File: src/rtl/irdal_pkg.sv
`default_nettype none
package irdal_pkg;

   // fixed field widths
   localparam int CNT_W  = 8;
   localparam int DEN_W  = 12;
   localparam int DIST_W = 7;
   localparam int AVG_W  = 10;
   localparam int LIN_W  = 16;
   localparam int OFF_W  = 9;
   localparam int BP_N   = 8;

   localparam logic [CNT_W-1:0]  COUNT_RESET = 8'd100;
   localparam logic [LIN_W-1:0]  LOW_LIMIT   = 16'd80;
   localparam logic [LIN_W-1:0]  HOLD_LIMIT  = 16'd490;
   localparam logic [DIST_W-1:0] NEAR_DIST   = 7'd80;
   localparam int                HALF_SEG    = 2;

   // breakpoints, lowest first (index 0 in the low bits)
   localparam logic [BP_N-1:0][OFF_W-1:0] BP_TABLE =
      {9'd490, 9'd276, 9'd196, 9'd150, 9'd124, 9'd106, 9'd87, 9'd80};
   localparam logic [BP_N-1:0][DIST_W-1:0] BASE_TABLE =
      {7'd10, 7'd20, 7'd30, 7'd40, 7'd50, 7'd60, 7'd70, 7'd80};
   // segment slopes in hundredths of a count per cm; half segment unused
   localparam logic [BP_N-2:0][DEN_W-1:0] HUND_TABLE =
      {12'd2377, 12'd888, 12'd511, 12'd288, 12'd0, 12'd211, 12'd77};

   typedef enum logic [2:0] {
      ST_IDLE,
      ST_DIV_AVG,
      ST_LIN,
      ST_DIV_SEG,
      ST_WRITE
   } state_type;

   typedef enum logic [1:0] {
      SEG_FIXED,
      SEG_HALF,
      SEG_DIV,
      SEG_HOLD
   } seg_kind_type;

   typedef struct packed {
      seg_kind_type      kind;
      logic [DIST_W-1:0] base;
      logic [OFF_W-1:0]  start;
      logic [DEN_W-1:0]  hund;
   } seg_type;

   // classify an average against the breakpoint table
   function automatic seg_type seg_lookup(logic [LIN_W-1:0] avg);
      seg_type s;
      s.kind  = SEG_FIXED;
      s.base  = NEAR_DIST;
      s.start = '0;
      s.hund  = '0;
      if (avg > HOLD_LIMIT) begin
         s.kind = SEG_HOLD;
      end else if (avg > LOW_LIMIT) begin
         for (int i = 0; i < BP_N; i++) begin
            if (avg == LIN_W'(BP_TABLE[i])) begin
               s.kind = SEG_FIXED;
               s.base = BASE_TABLE[i];
            end
         end
         for (int i = 0; i < BP_N - 1; i++) begin
            if (avg > LIN_W'(BP_TABLE[i]) && avg < LIN_W'(BP_TABLE[i+1])) begin
               s.kind  = (i == HALF_SEG) ? SEG_HALF : SEG_DIV;
               s.base  = BASE_TABLE[i];
               s.start = BP_TABLE[i];
               s.hund  = HUND_TABLE[i];
            end
         end
      end
      return s;
   endfunction

endpackage
`default_nettype wire

File: src/rtl/irdal_divider.sv
`default_nettype none
module irdal_divider
   import irdal_pkg::*;
#(
   parameter int NUM_W = 18
) (
   input  wire logic             clock,
   input  wire logic             reset,
   input  wire logic             start,
   input  wire logic [NUM_W-1:0] numer,
   input  wire logic [DEN_W-1:0] denom,
   output logic                  done,
   output logic [NUM_W-1:0]      quotient
);

   localparam int CW = $clog2(NUM_W + 1);

   logic             run_ff, run_in;
   logic             done_ff, done_in;
   logic [CW-1:0]    cnt_ff, cnt_in;
   logic [NUM_W-1:0] quo_ff, quo_in;
   logic [DEN_W-1:0] rem_ff, rem_in;
   logic [DEN_W-1:0] den_ff, den_in;
   logic [DEN_W:0]   shifted;
   logic             fits;

   // one restoring step per cycle, quotient bits shift in behind the dividend
   always_comb begin
      shifted = {rem_ff, quo_ff[NUM_W-1]};
      fits    = shifted >= {1'b0, den_ff};
      run_in  = run_ff && (cnt_ff != CW'(1));
      done_in = run_ff && (cnt_ff == CW'(1));
      cnt_in  = run_ff ? cnt_ff - CW'(1) : cnt_ff;
      quo_in  = run_ff ? {quo_ff[NUM_W-2:0], fits} : quo_ff;
      rem_in  = rem_ff;
      den_in  = den_ff;
      if (run_ff) begin
         rem_in = fits ? DEN_W'(shifted - {1'b0, den_ff}) : shifted[DEN_W-1:0];
      end
      if (start) begin
         run_in = 1'b1;
         cnt_in = CW'(NUM_W);
         quo_in = numer;
         rem_in = '0;
         den_in = denom;
      end
   end

   always_ff @(posedge clock) begin
      if (reset) begin
         run_ff  <= 1'b0;
         done_ff <= 1'b0;
         cnt_ff  <= '0;
      end else begin
         run_ff  <= run_in;
         done_ff <= done_in;
         cnt_ff  <= cnt_in;
      end
   end

   always_ff @(posedge clock) begin
      quo_ff <= quo_in;
      rem_ff <= rem_in;
      den_ff <= den_in;
   end

   assign done     = done_ff;
   assign quotient = quo_ff;

endmodule
`default_nettype wire

File: src/rtl/ir_distance_average_linearize.sv
// A word that does not end a batch is absorbed as it is taken.
// A batch-ending word starts a serial divider pass for the average and, on a sloped segment,
// a second pass for the slope before the result is written; no segment division is needed
// on the fixed, half and hold segments.
// Throughput: one word at a time; req_tready is low while a batch resolves.
// Reset (synchronous, active high): count 100, sum, taken count and last distance clear.
`default_nettype none
module ir_distance_average_linearize
   import irdal_pkg::*;
#(
   parameter int SAMPLE_BITS = 10
) (
   input  wire logic                                 clock,
   input  wire logic                                 reset,
   // csr_data: sample_count[7:0]
   input  wire logic                                 csr_valid,
   output logic                                      csr_ready,
   input  wire logic [CNT_W-1:0]                     csr_data,
   // req_tdata: adc_sample[SAMPLE_BITS-1:0], zero padded
   input  wire logic                                 req_tvalid,
   output logic                                      req_tready,
   input  wire logic [((SAMPLE_BITS+7)/8)*8-1:0]     req_tdata,
   // rsp_tdata: distance_cm[6:0], average[16:7], zero padded to 24
   output logic                                      rsp_tvalid,
   input  wire logic                                 rsp_tready,
   output logic [23:0]                               rsp_tdata,
   // rsp_tuser: held[0]
   output logic                                      rsp_tuser
);

   localparam int SUM_W = SAMPLE_BITS + 8;

   state_type state_ff, state_in;

   logic [CNT_W-1:0]       count_ff, count_in;
   logic [SUM_W-1:0]       sum_ff, sum_in;
   logic [CNT_W-1:0]       taken_ff, taken_in;
   logic [DIST_W-1:0]      last_ff, last_in;
   logic [SAMPLE_BITS-1:0] avg_ff, avg_in;
   logic [DIST_W-1:0]      dist_ff, dist_in;
   logic                   held_ff, held_in;
   logic [DIST_W-1:0]      base_ff, base_in;
   logic                   rsp_valid_ff, rsp_valid_in;
   logic [DIST_W-1:0]      rsp_dist_ff, rsp_dist_in;
   logic [AVG_W-1:0]       rsp_avg_ff, rsp_avg_in;
   logic                   rsp_held_ff, rsp_held_in;

   logic [SAMPLE_BITS-1:0] sample;
   logic [CNT_W-1:0]       count_eff;
   logic [SUM_W-1:0]       sum_next;
   logic [CNT_W-1:0]       taken_next;
   logic                   batch_end;
   logic                   req_fire;
   logic                   slot_free;
   seg_type                seg;
   logic [OFF_W-1:0]       seg_off;
   logic [LIN_W-1:0]       seg_numer;
   logic [DIST_W-1:0]      half_dist;
   logic [SAMPLE_BITS-1:0] avg_sat;
   logic [DIST_W-1:0]      slope_dist;

   logic                   div_start;
   logic [SUM_W-1:0]       div_numer;
   logic [DEN_W-1:0]       div_denom;
   logic                   div_done;
   logic [SUM_W-1:0]       div_quot;

   irdal_divider #(
      .NUM_W (SUM_W)
   ) u_divider (
      .clock    (clock),
      .reset    (reset),
      .start    (div_start),
      .numer    (div_numer),
      .denom    (div_denom),
      .done     (div_done),
      .quotient (div_quot)
   );

   // accumulate and linearize datapath
   always_comb begin
      sample     = req_tdata[SAMPLE_BITS-1:0];
      count_eff  = (count_ff == '0) ? CNT_W'(1) : count_ff;
      sum_next   = sum_ff + SUM_W'(sample);
      taken_next = taken_ff + CNT_W'(1);
      batch_end  = taken_next >= count_eff;
      req_fire   = req_tvalid && (state_ff == ST_IDLE);
      slot_free  = !rsp_valid_ff || rsp_tready;
      seg        = seg_lookup(LIN_W'(avg_ff));
      seg_off    = OFF_W'(LIN_W'(avg_ff) - LIN_W'(seg.start));
      seg_numer  = LIN_W'(LIN_W'(seg_off) * LIN_W'(100)) + LIN_W'(seg.hund) - LIN_W'(1);
      half_dist  = seg.base - DIST_W'(seg_off >> 1);
      avg_sat    = (div_quot > SUM_W'({SAMPLE_BITS{1'b1}})) ? '1
                                                           : div_quot[SAMPLE_BITS-1:0];
      slope_dist = (div_quot >= SUM_W'(base_ff)) ? '0 : base_ff - DIST_W'(div_quot);
   end

   // next state
   always_comb begin
      state_in = state_ff;
      case (state_ff)
         ST_IDLE:    if (req_fire && batch_end) state_in = ST_DIV_AVG;
         ST_DIV_AVG: if (div_done) state_in = ST_LIN;
         ST_LIN:     state_in = (seg.kind == SEG_DIV) ? ST_DIV_SEG : ST_WRITE;
         ST_DIV_SEG: if (div_done) state_in = ST_WRITE;
         ST_WRITE:   if (slot_free) state_in = ST_IDLE;
         default:    state_in = ST_IDLE;
      endcase
   end

   // sequencer outputs: handshake and divider operands
   always_comb begin
      req_tready = 1'b0;
      div_start  = 1'b0;
      div_numer  = sum_next;
      div_denom  = DEN_W'(count_eff);
      case (state_ff)
         ST_IDLE: begin
            req_tready = 1'b1;
            div_start  = req_fire && batch_end;
         end
         ST_LIN: begin
            div_start = seg.kind == SEG_DIV;
            div_numer = SUM_W'(seg_numer);
            div_denom = seg.hund;
         end
         default: begin
            req_tready = 1'b0;
         end
      endcase
   end

   // register next values
   always_comb begin
      count_in     = csr_valid ? csr_data : count_ff;
      sum_in       = sum_ff;
      taken_in     = taken_ff;
      last_in      = last_ff;
      avg_in       = avg_ff;
      dist_in      = dist_ff;
      held_in      = held_ff;
      base_in      = base_ff;
      rsp_valid_in = rsp_valid_ff && !rsp_tready;
      rsp_dist_in  = rsp_dist_ff;
      rsp_avg_in   = rsp_avg_ff;
      rsp_held_in  = rsp_held_ff;
      if (req_fire) begin
         sum_in   = batch_end ? '0 : sum_next;
         taken_in = batch_end ? '0 : taken_next;
      end
      if (state_ff == ST_DIV_AVG && div_done) begin
         avg_in = avg_sat;
      end
      if (state_ff == ST_LIN) begin
         held_in = 1'b0;
         base_in = seg.base;
         case (seg.kind)
            SEG_FIXED: dist_in = seg.base;
            SEG_HALF:  dist_in = half_dist;
            SEG_HOLD: begin
               dist_in = last_ff;
               held_in = 1'b1;
            end
            default:   dist_in = dist_ff;
         endcase
      end
      if (state_ff == ST_DIV_SEG && div_done) begin
         dist_in = slope_dist;
      end
      if (state_ff == ST_WRITE && slot_free) begin
         rsp_valid_in = 1'b1;
         rsp_dist_in  = dist_ff;
         rsp_avg_in   = AVG_W'(avg_ff);
         rsp_held_in  = held_ff;
         last_in      = dist_ff;
      end
   end

   always_ff @(posedge clock) begin
      if (reset) begin
         state_ff     <= ST_IDLE;
         count_ff     <= COUNT_RESET;
         sum_ff       <= '0;
         taken_ff     <= '0;
         last_ff      <= '0;
         rsp_valid_ff <= 1'b0;
      end else begin
         state_ff     <= state_in;
         count_ff     <= count_in;
         sum_ff       <= sum_in;
         taken_ff     <= taken_in;
         last_ff      <= last_in;
         rsp_valid_ff <= rsp_valid_in;
      end
   end

   always_ff @(posedge clock) begin
      avg_ff      <= avg_in;
      dist_ff     <= dist_in;
      held_ff     <= held_in;
      base_ff     <= base_in;
      rsp_dist_ff <= rsp_dist_in;
      rsp_avg_ff  <= rsp_avg_in;
      rsp_held_ff <= rsp_held_in;
   end

   assign csr_ready  = 1'b1;
   assign rsp_tvalid = rsp_valid_ff;
   assign rsp_tdata  = {7'd0, rsp_avg_ff, rsp_dist_ff};
   assign rsp_tuser  = rsp_held_ff;

   // divider completes only while the sequencer waits for it
   a_done_in_wait: assert property (@(posedge clock) disable iff (reset)
      div_done |-> (state_ff == ST_DIV_AVG || state_ff == ST_DIV_SEG))
      else $error("divider done outside a wait state");

   // divider started only from idle or from the linearize state
   a_start_only_from_idle_or_lin: assert property (@(posedge clock) disable iff (reset)
      div_start |-> (state_ff == ST_IDLE || state_ff == ST_LIN))
      else $error("divider started from wrong state");

   // a held result repeats the last delivered distance
   a_held_repeats_last: assert property (@(posedge clock) disable iff (reset)
      (rsp_valid_ff && rsp_held_ff) |-> (rsp_dist_ff == last_ff))
      else $error("held distance differs from last distance");

   // held flag only for averages beyond the far breakpoint
   a_held_range: assert property (@(posedge clock) disable iff (reset)
      (state_ff == ST_WRITE && held_ff) |-> (LIN_W'(avg_ff) > HOLD_LIMIT))
      else $error("held set for an in-range average");

endmodule
`default_nettype wire

File: config.mk
export PLATFORM = sky130hd
export DESIGN_NAME = ir_distance_average_linearize
export DESIGN_NICKNAME = d
export VERILOG_FILES = /design/src/rtl/irdal_pkg.sv /design/src/rtl/irdal_divider.sv /design/src/rtl/ir_distance_average_linearize.sv
export SDC_FILE = /design/constraint.sdc
export NUM_CORES = 1
export LEC_CHECK = 0
export ABC_AREA = 1
export BUFFER_PORTS_ARGS = -buffer_cell sky130_fd_sc_hd__buf_2
export CAP_MARGIN = 20
export CELL_PAD_IN_SITES_DETAIL_PLACEMENT = 1
export CELL_PAD_IN_SITES_GLOBAL_PLACEMENT = 2
export CORE_UTILIZATION = 40
export CTS_BUF_LIST = sky130_fd_sc_hd__clkbuf_8 sky130_fd_sc_hd__clkbuf_16
export DETAILED_ROUTE_END_ITERATION = 10
export GPL_TIMING_DRIVEN = 0
export PLACE_DENSITY = 0.94
export REMOVE_ABC_BUFFERS = 1
export SYNTH_ARGS = -nofsm -noshare
export SYNTH_HDL_FRONTEND = slang
export SYNTH_SLANG_ARGS = --single-unit
File: constraint.sdc
create_clock -name clock -period 10.1 [get_ports clock]
set_clock_uncertainty 0.05 [all_clocks]
set_input_delay 2.02 -clock clock [delete_from_list [all_inputs] [get_ports clock]]
set_output_delay 2.02 -clock clock [all_outputs]
set_load 0.02 [all_outputs]
# [After elaboration in Yosys (flattened, before gate mapping)]
# Index checks and enable logic that the tools add are counted.
[word_totals] ff_bits=137 output_inout_bits=28 word_cells=139 input_bits=29
[classes] addsub=9 n_lt_le_gt_ge=19 n_mul=1 eq_ne=20 n_mux=42 reduce_logical=27
[ops] cell="2-to-1 mux 30 bit" n=8
[ops] cell="2-to-1 mux 18 bit" n=4
[ops] cell="2-to-1 mux 9 bit" n=6
[ops] cell="greater-than comparator 10 x 7 -> 1 bit (second input constant)" n=4
[ops] cell="== test 10 x 7 -> 1 bit (second input constant)" n=3
[ops] cell="less-than comparator 10 x 7 -> 1 bit (second input constant)" n=3
[ops] cell="2-to-1 mux 28 bit" n=1
[ops] cell="2-to-1 mux 8 bit" n=3
[ops] cell="2-to-1 mux 7 bit" n=3
[ops] cell="case mux 7 bit (3 select lines)" n=1
[ops] cell="== test 10 x 8 -> 1 bit (second input constant)" n=2
[ops] cell="== test 10 x 9 -> 1 bit (second input constant)" n=2
[ops] cell="greater-than comparator 10 x 8 -> 1 bit (second input constant)" n=2
[ops] cell="greater-than comparator 10 x 9 -> 1 bit (second input constant)" n=2
[ops] cell="less-than comparator 10 x 8 -> 1 bit (second input constant)" n=2
[ops] cell="less-than comparator 10 x 9 -> 1 bit (second input constant)" n=2
[ops] cell="adder 18 x 10 -> 18 bit" n=1
[ops] cell=">= comparator 18 x 7 -> 1 bit" n=1
[ops] cell="greater-than comparator 18 x 10 -> 1 bit (second input constant)" n=1
[ops] cell="adder 16 x 12 -> 16 bit" n=1
[ops] cell="subtractor 16 x 1 -> 16 bit (second input constant)" n=1
[ops] cell="logical AND 1 bit" n=15
[ops] cell="2-to-1 mux 3 bit" n=5
[ops] cell="2-to-1 mux 5 bit" n=3
[ops] cell="other kinds (32)" n=42

# [Logic depth before layout (Yosys ltp)]
[depth] word_depth=23 depth_mapped=40 depth_no_buf=39

# [Hierarchy]
# Synthesis repeated with hierarchy kept, for this count alone.
[hier_totals] hier_cells=1445 area_unflattened_um2=10715.3
[by_module_without_submodules] module="ir_distance_average_linearize" n_inst=1 cells_each=1080 area_per_inst_um2=7873.8 seq_area_each_um2=2162.1
[by_module_without_submodules] module="irdal_divider" n_inst=1 cells_each=365 area_per_inst_um2=2841.5 seq_area_each_um2=1281.2

# [Least setup slack after synthesis]
# Ideal clock, no wire load.
[synth_timing] kind="register -> register" start="register avg_ff[1]" end="register u_divider.quo_ff[15], in the netlist u_divider.quotient[15], data pin" path_stages_with_launch=38 path_slack_ps=3981 arrival_ps=5811 required_time_ps=9792 period_less_slack_ps=6119 setup_time_ps=258 path_cell_list="edfxtp_1 -> buf_2 -> nor2_1 -> nand3_1 -> nor2_2 -> nor2_2 -> nand2_4 -> nand2_4 -> nor3_1 -> ha_1 -> a21oi_1 -> nand2_1 -> a21oi_1 -> o21ai_0 -> xor2_1 -> ha_1 -> ha_1 -> inv_1 -> [2 not listed] -> ha_1 -> nand2_1 -> nand2_1 -> o21bai_1 -> a21oi_1 -> xor2_1 -> ha_1 -> inv_1 -> ha_1 -> nand2_1 -> nor2_1 -> inv_1 -> o211ai_1 -> nand3_1 -> nand2_1 -> nand2_1 -> nand3_1 -> a21oi_1"
[synth_between] elab_chain_cells=18 elab_cells_between_ends=50 classes_between="add/sub: 3; mul: 1; order compare: 15; eq/ne: 6; mux: 18; reduce/logical: 7"
[synth_rtl] element="start, declared" line_no="ir_distance_average_linearize.sv:39" source="logic [SAMPLE_BITS-1:0] avg_ff, avg_in;"
[synth_rtl] element="start signal, assigned" line_no="ir_distance_average_linearize.sv:198" source="avg_ff <= avg_in;"
[synth_rtl] element="branches (longest 17 deep; another with greater-than comparator 10 x 7 -> 1 bit)"
[synth_rtl] element="2-to-1 mux 18 bit *" line_no="irdal_divider.sv:40" source="if (start) begin"
[synth_rtl] element="net u_divider.quo_in[15]" line_no="irdal_divider.sv:21" source="logic [NUM_W-1:0] quo_ff, quo_in;"
[synth_rtl] element="end signal, assigned" line_no="irdal_divider.sv:62" source="quo_ff <= quo_in;"
[synth_rtl] element="end, declared" line_no="irdal_divider.sv:21"
# Mark *: on every way through the listed nets, which the timed path passes.
# A chain may end at the register's enable or synchronous reset.

# [Final worst setup path]
# Same ends and word-level chain as after synthesis.

==> run_results.csv <==
group,metric,value,unit
global_route,groute.usage.overall,0.2337,
power_and_ir_drop,intPower,1.051,mW
finish,final_cell_mix,"277 x nand2_1, 210 x inv_1, 128 x nor2_1",
cts,cts_resized,0,
sta,finalSetupViolations,0,
synthesis,ys.flop_type,"edfxtp_1",
synthesis,syn_inst,1378,
sta,finalHoldViolCount,0,
setup_path,cp_slowest_cell,"edfxtp_1",
sta,period_share,0.7261,
setup_path,worstPathArrival,7460,ps
global_route,antenna_found_initial,0,
cts,cts_buffer_depth,2,
status,outcome,"complete, no violations",
finish,diodes,0,
setup_path,worstReg2RegEnd,"u_divider.quotient[15]",
cts,numCtsBuffers,17,
global_route,grt_pass1_wl,48.58,mm
finish,fin_area,11530,um2
finish,nNetsFinal,1566,
setup_path,worstSetupPathType,"register to register",
setup_path,cp-start-kind,"register",
sta,rsz0062_at_grt,"false",
cts,path_clk_slew,70,ps
cts,cts_tree,"yes",
finish,post-route-util,0.4551,
min_path,hp-class,"register to register",
die,dieArea,26560,um2
die,start_util,0.4092,
placement,place_ws,2681,ps
sta,worst_pin_slew,1042,ps
route,drt_wl_total,29.55,mm
setup_path,setup.worst_path.end,"u_divider.quotient[15]",
finish,drive_above_1_share,0.08607,
die,ioPinCount,57,
cts,ctsHoldBuffers,0,
placement,post-dp-hpwl,22.84,mm
setup_path,startpoint,"avg_ff[1]",
cts,htreeDepth,4,
route,ant_nets,0,
die,die_x,163.0,um
synthesis,syn_area,10360,um2
global_route,grt_max_degree,55,
cts,post_cts_buffers,0,
setup_path,rrSetupSlack,2770,ps
synthesis,ys_warn_count,0,
sta,maxSlewViolCount,0,
sta,fin_setup_tns,0,ps
power_and_ir_drop,p_comb_frac,0.157,
placement,placed_cell_area,10880,um2
global_route,grt_pass1_vias,9549,
synthesis,ys_types,54,
route,via_count,9159,
power_and_ir_drop,clock_power_share,0.435,
power_and_ir_drop,switching_share,0.3003,
die,fp.dieH,163.0,um
cts,clock-sinks,135,
synthesis,async_flop_share,0,
route,dr.pass1.iters,5,
die,placementRows,58,
global_route,grt_remaining_overflow,0,
route,drc,0,
finish,area_growth_syn_to_layout,11.20,%
placement,numPortBuffers,42,
route,first_iter_violations,429,
synthesis,yosysSeqAreaShare,0.3293,
finish,final_common_cell,"nand2_1",
power_and_ir_drop,power.switching,450.9,uW
route,wl_per_cell,16.80,um
power_and_ir_drop,peakVddDrop,0.1278,mV
synthesis,synth-edff-count,71,
sta,slew_headroom,0.3053,
die,coreArea,25330,um2
synthesis,ys_seq_elements,135,
sta,fin_ws,2767,ps
power_and_ir_drop,cellLeakagePower,5.462,nW
cts,clk-insertion-delay-late,430,ps
setup_path,r2r_cells,36,
cts,root_buffer,"clkbuf_16",
placement,gp_congestion,0.8755,
setup_path,crit_fanout,11,
run,cap_violations,0,
sta,min_period,7333,ps
setup_path,cp.required,10220,ps
sta,fmax,0.1364,GHz
power_and_ir_drop,power.density,130.3,nW/um2
setup_path,critPathCaptureType,"register",
power_and_ir_drop,seqPwrFrac,0.409,
synthesis,synth_area_per_cell,7.522,um2
setup_path,slowest_delay,650,ps
setup_path,crit-reg2reg-launch,"avg_ff[1]",
route,vias_per_cell,5.207,
-- sequential cells by signal, indices dropped and copies added, names as in the netlist, 3 cells and up --
register            flops
avg_ff                 10
base_ff                 6
count_ff                8
dist_ff                 7
last_ff                 7
rsp_avg_ff             10
rsp_dist_ff             7
state_ff                3
sum_ff                 18
taken_ff                8
u_divider.cnt_ff        5
u_divider.den_ff       11
u_divider.quotient     18
u_divider.rem_ff       12
-- layout make-up --
cell class | instances | area (um2)
Clock inverter | 15 | 182.7
Fill cell | 3167 | 13800
Tap cell | 330 | 412.9
Sequential cell | 135 | 3413
Timing Repair Buffer | 46 | 287.8
Inverter | 224 | 843.3
Multi-Input combinational cell | 992 | 5961
Clock buffer | 17 | 425.4
-- critical path, delay by kind of cell (launching register included) --
kind,cells,cell delay [ps]
adders and majority gates,7,2420
xor gates and xnor gates,2,520
and+or+nand+nor,16,2110
buffers and inverters,4,190
AOI/OAI and AO/OA,7,1120
DFF,1,650
-- logic make-up (layout without fill, tap and decap cells) --
| family | Yosys count | count (layout) | share of synthesized area |
|---|---|---|---|
| flops | 135 | 135 | 0.3293 |
| simple gates | 571 | 571 | 0.2438 |
| other cells | 2 | 8 | 0.0007246 |
| fa+ha+maj | 121 | 121 | 0.1533 |
| compound gates | 238 | 238 | 0.1282 |
| buf+inv | 257 | 302 | 0.09899 |
| xor+xnor | 54 | 54 | 0.04563 |
-- per-layer routing --
layer | wire, um | share of wire | GRT usage | up-vias
met4 | 345 | 0.012 | 0.05013 | 0
li1 | - | - | - | 4624
met5 | 0 | 0 | 0 | -
met2 | 14400 | 0.49 | 0.4075 | 115
met1 | 14100 | 0.48 | 0.3049 | 4399
met3 | 704 | 0.024 | 0.03259 | 21
-- worst min path at each step --
stage / startpoint / endpoint / slack, ps / cells after the start
floorplan: held_ff / rsp_tuser / 350 / 0
global placement: held_ff / rsp_tuser / 360 / 0
detailed placement: held_ff / rsp_tuser / 370 / 0
CTS: held_ff / rsp_tuser / 380 / 0
global route: held_ff / rsp_tuser / 390 / 0
finish: held_ff / rsp_tuser / 380 / 0
-- power groups by stage --
stage | Sequential [mW] | Combinational [mW] | Clock, mW
floorplan | 0.620 | 0.164 | 0
global placement | 0.624 | 0.218 | 0
detailed placement | 0.625 | 0.229 | 0
CTS | 0.613 | 0.234 | 0.664
global route | 0.616 | 0.266 | 0.684
finish | 0.614 | 0.235 | 0.653
-- Yosys cell counts (8+ instances only) --
cell | instances | area (um2)
buf_4 | 8 | 60.06
edfxtp_1 | 71 | 2132
ha_1 | 111 | 1389
fa_1 | 10 | 200.2
nand3_1 | 91 | 455.4
nand4_1 | 12 | 75.07
dfxtp_1 | 64 | 1281
nor2_1 | 129 | 484.2
a22oi_1 | 14 | 105.1
xnor2_1 | 12 | 105.1
nand2_1 | 277 | 1040
o21ai_1 | 11 | 55.05
o211ai_1 | 10 | 75.07
nor3_1 | 16 | 80.08
xor2_1 | 42 | 367.9
inv_1 | 210 | 788.3
inv_2 | 12 | 45.04
a21oi_1 | 99 | 495.5
clkbuf_1 | 16 | 60.06
o21bai_1 | 8 | 60.06
o21ai_0 | 70 | 350.3
-- per-stage QoR --
step / hold slack (ps) / std cells / power (mW)
3_5_place_dp: 366.1 / 1725 / 0.8534
6_report: 379.8 / 1759 / 1.502
3_3_place_gp: 355.0 / 1723 / 0.8425
2_1_floorplan: 350.3 / 1351 / 0.7846
4_1_cts: 381.8 / 1757 / 1.511
5_1_grt: 392.8 / 1759 / 1.566
Power figures use the tool's default switching activity.
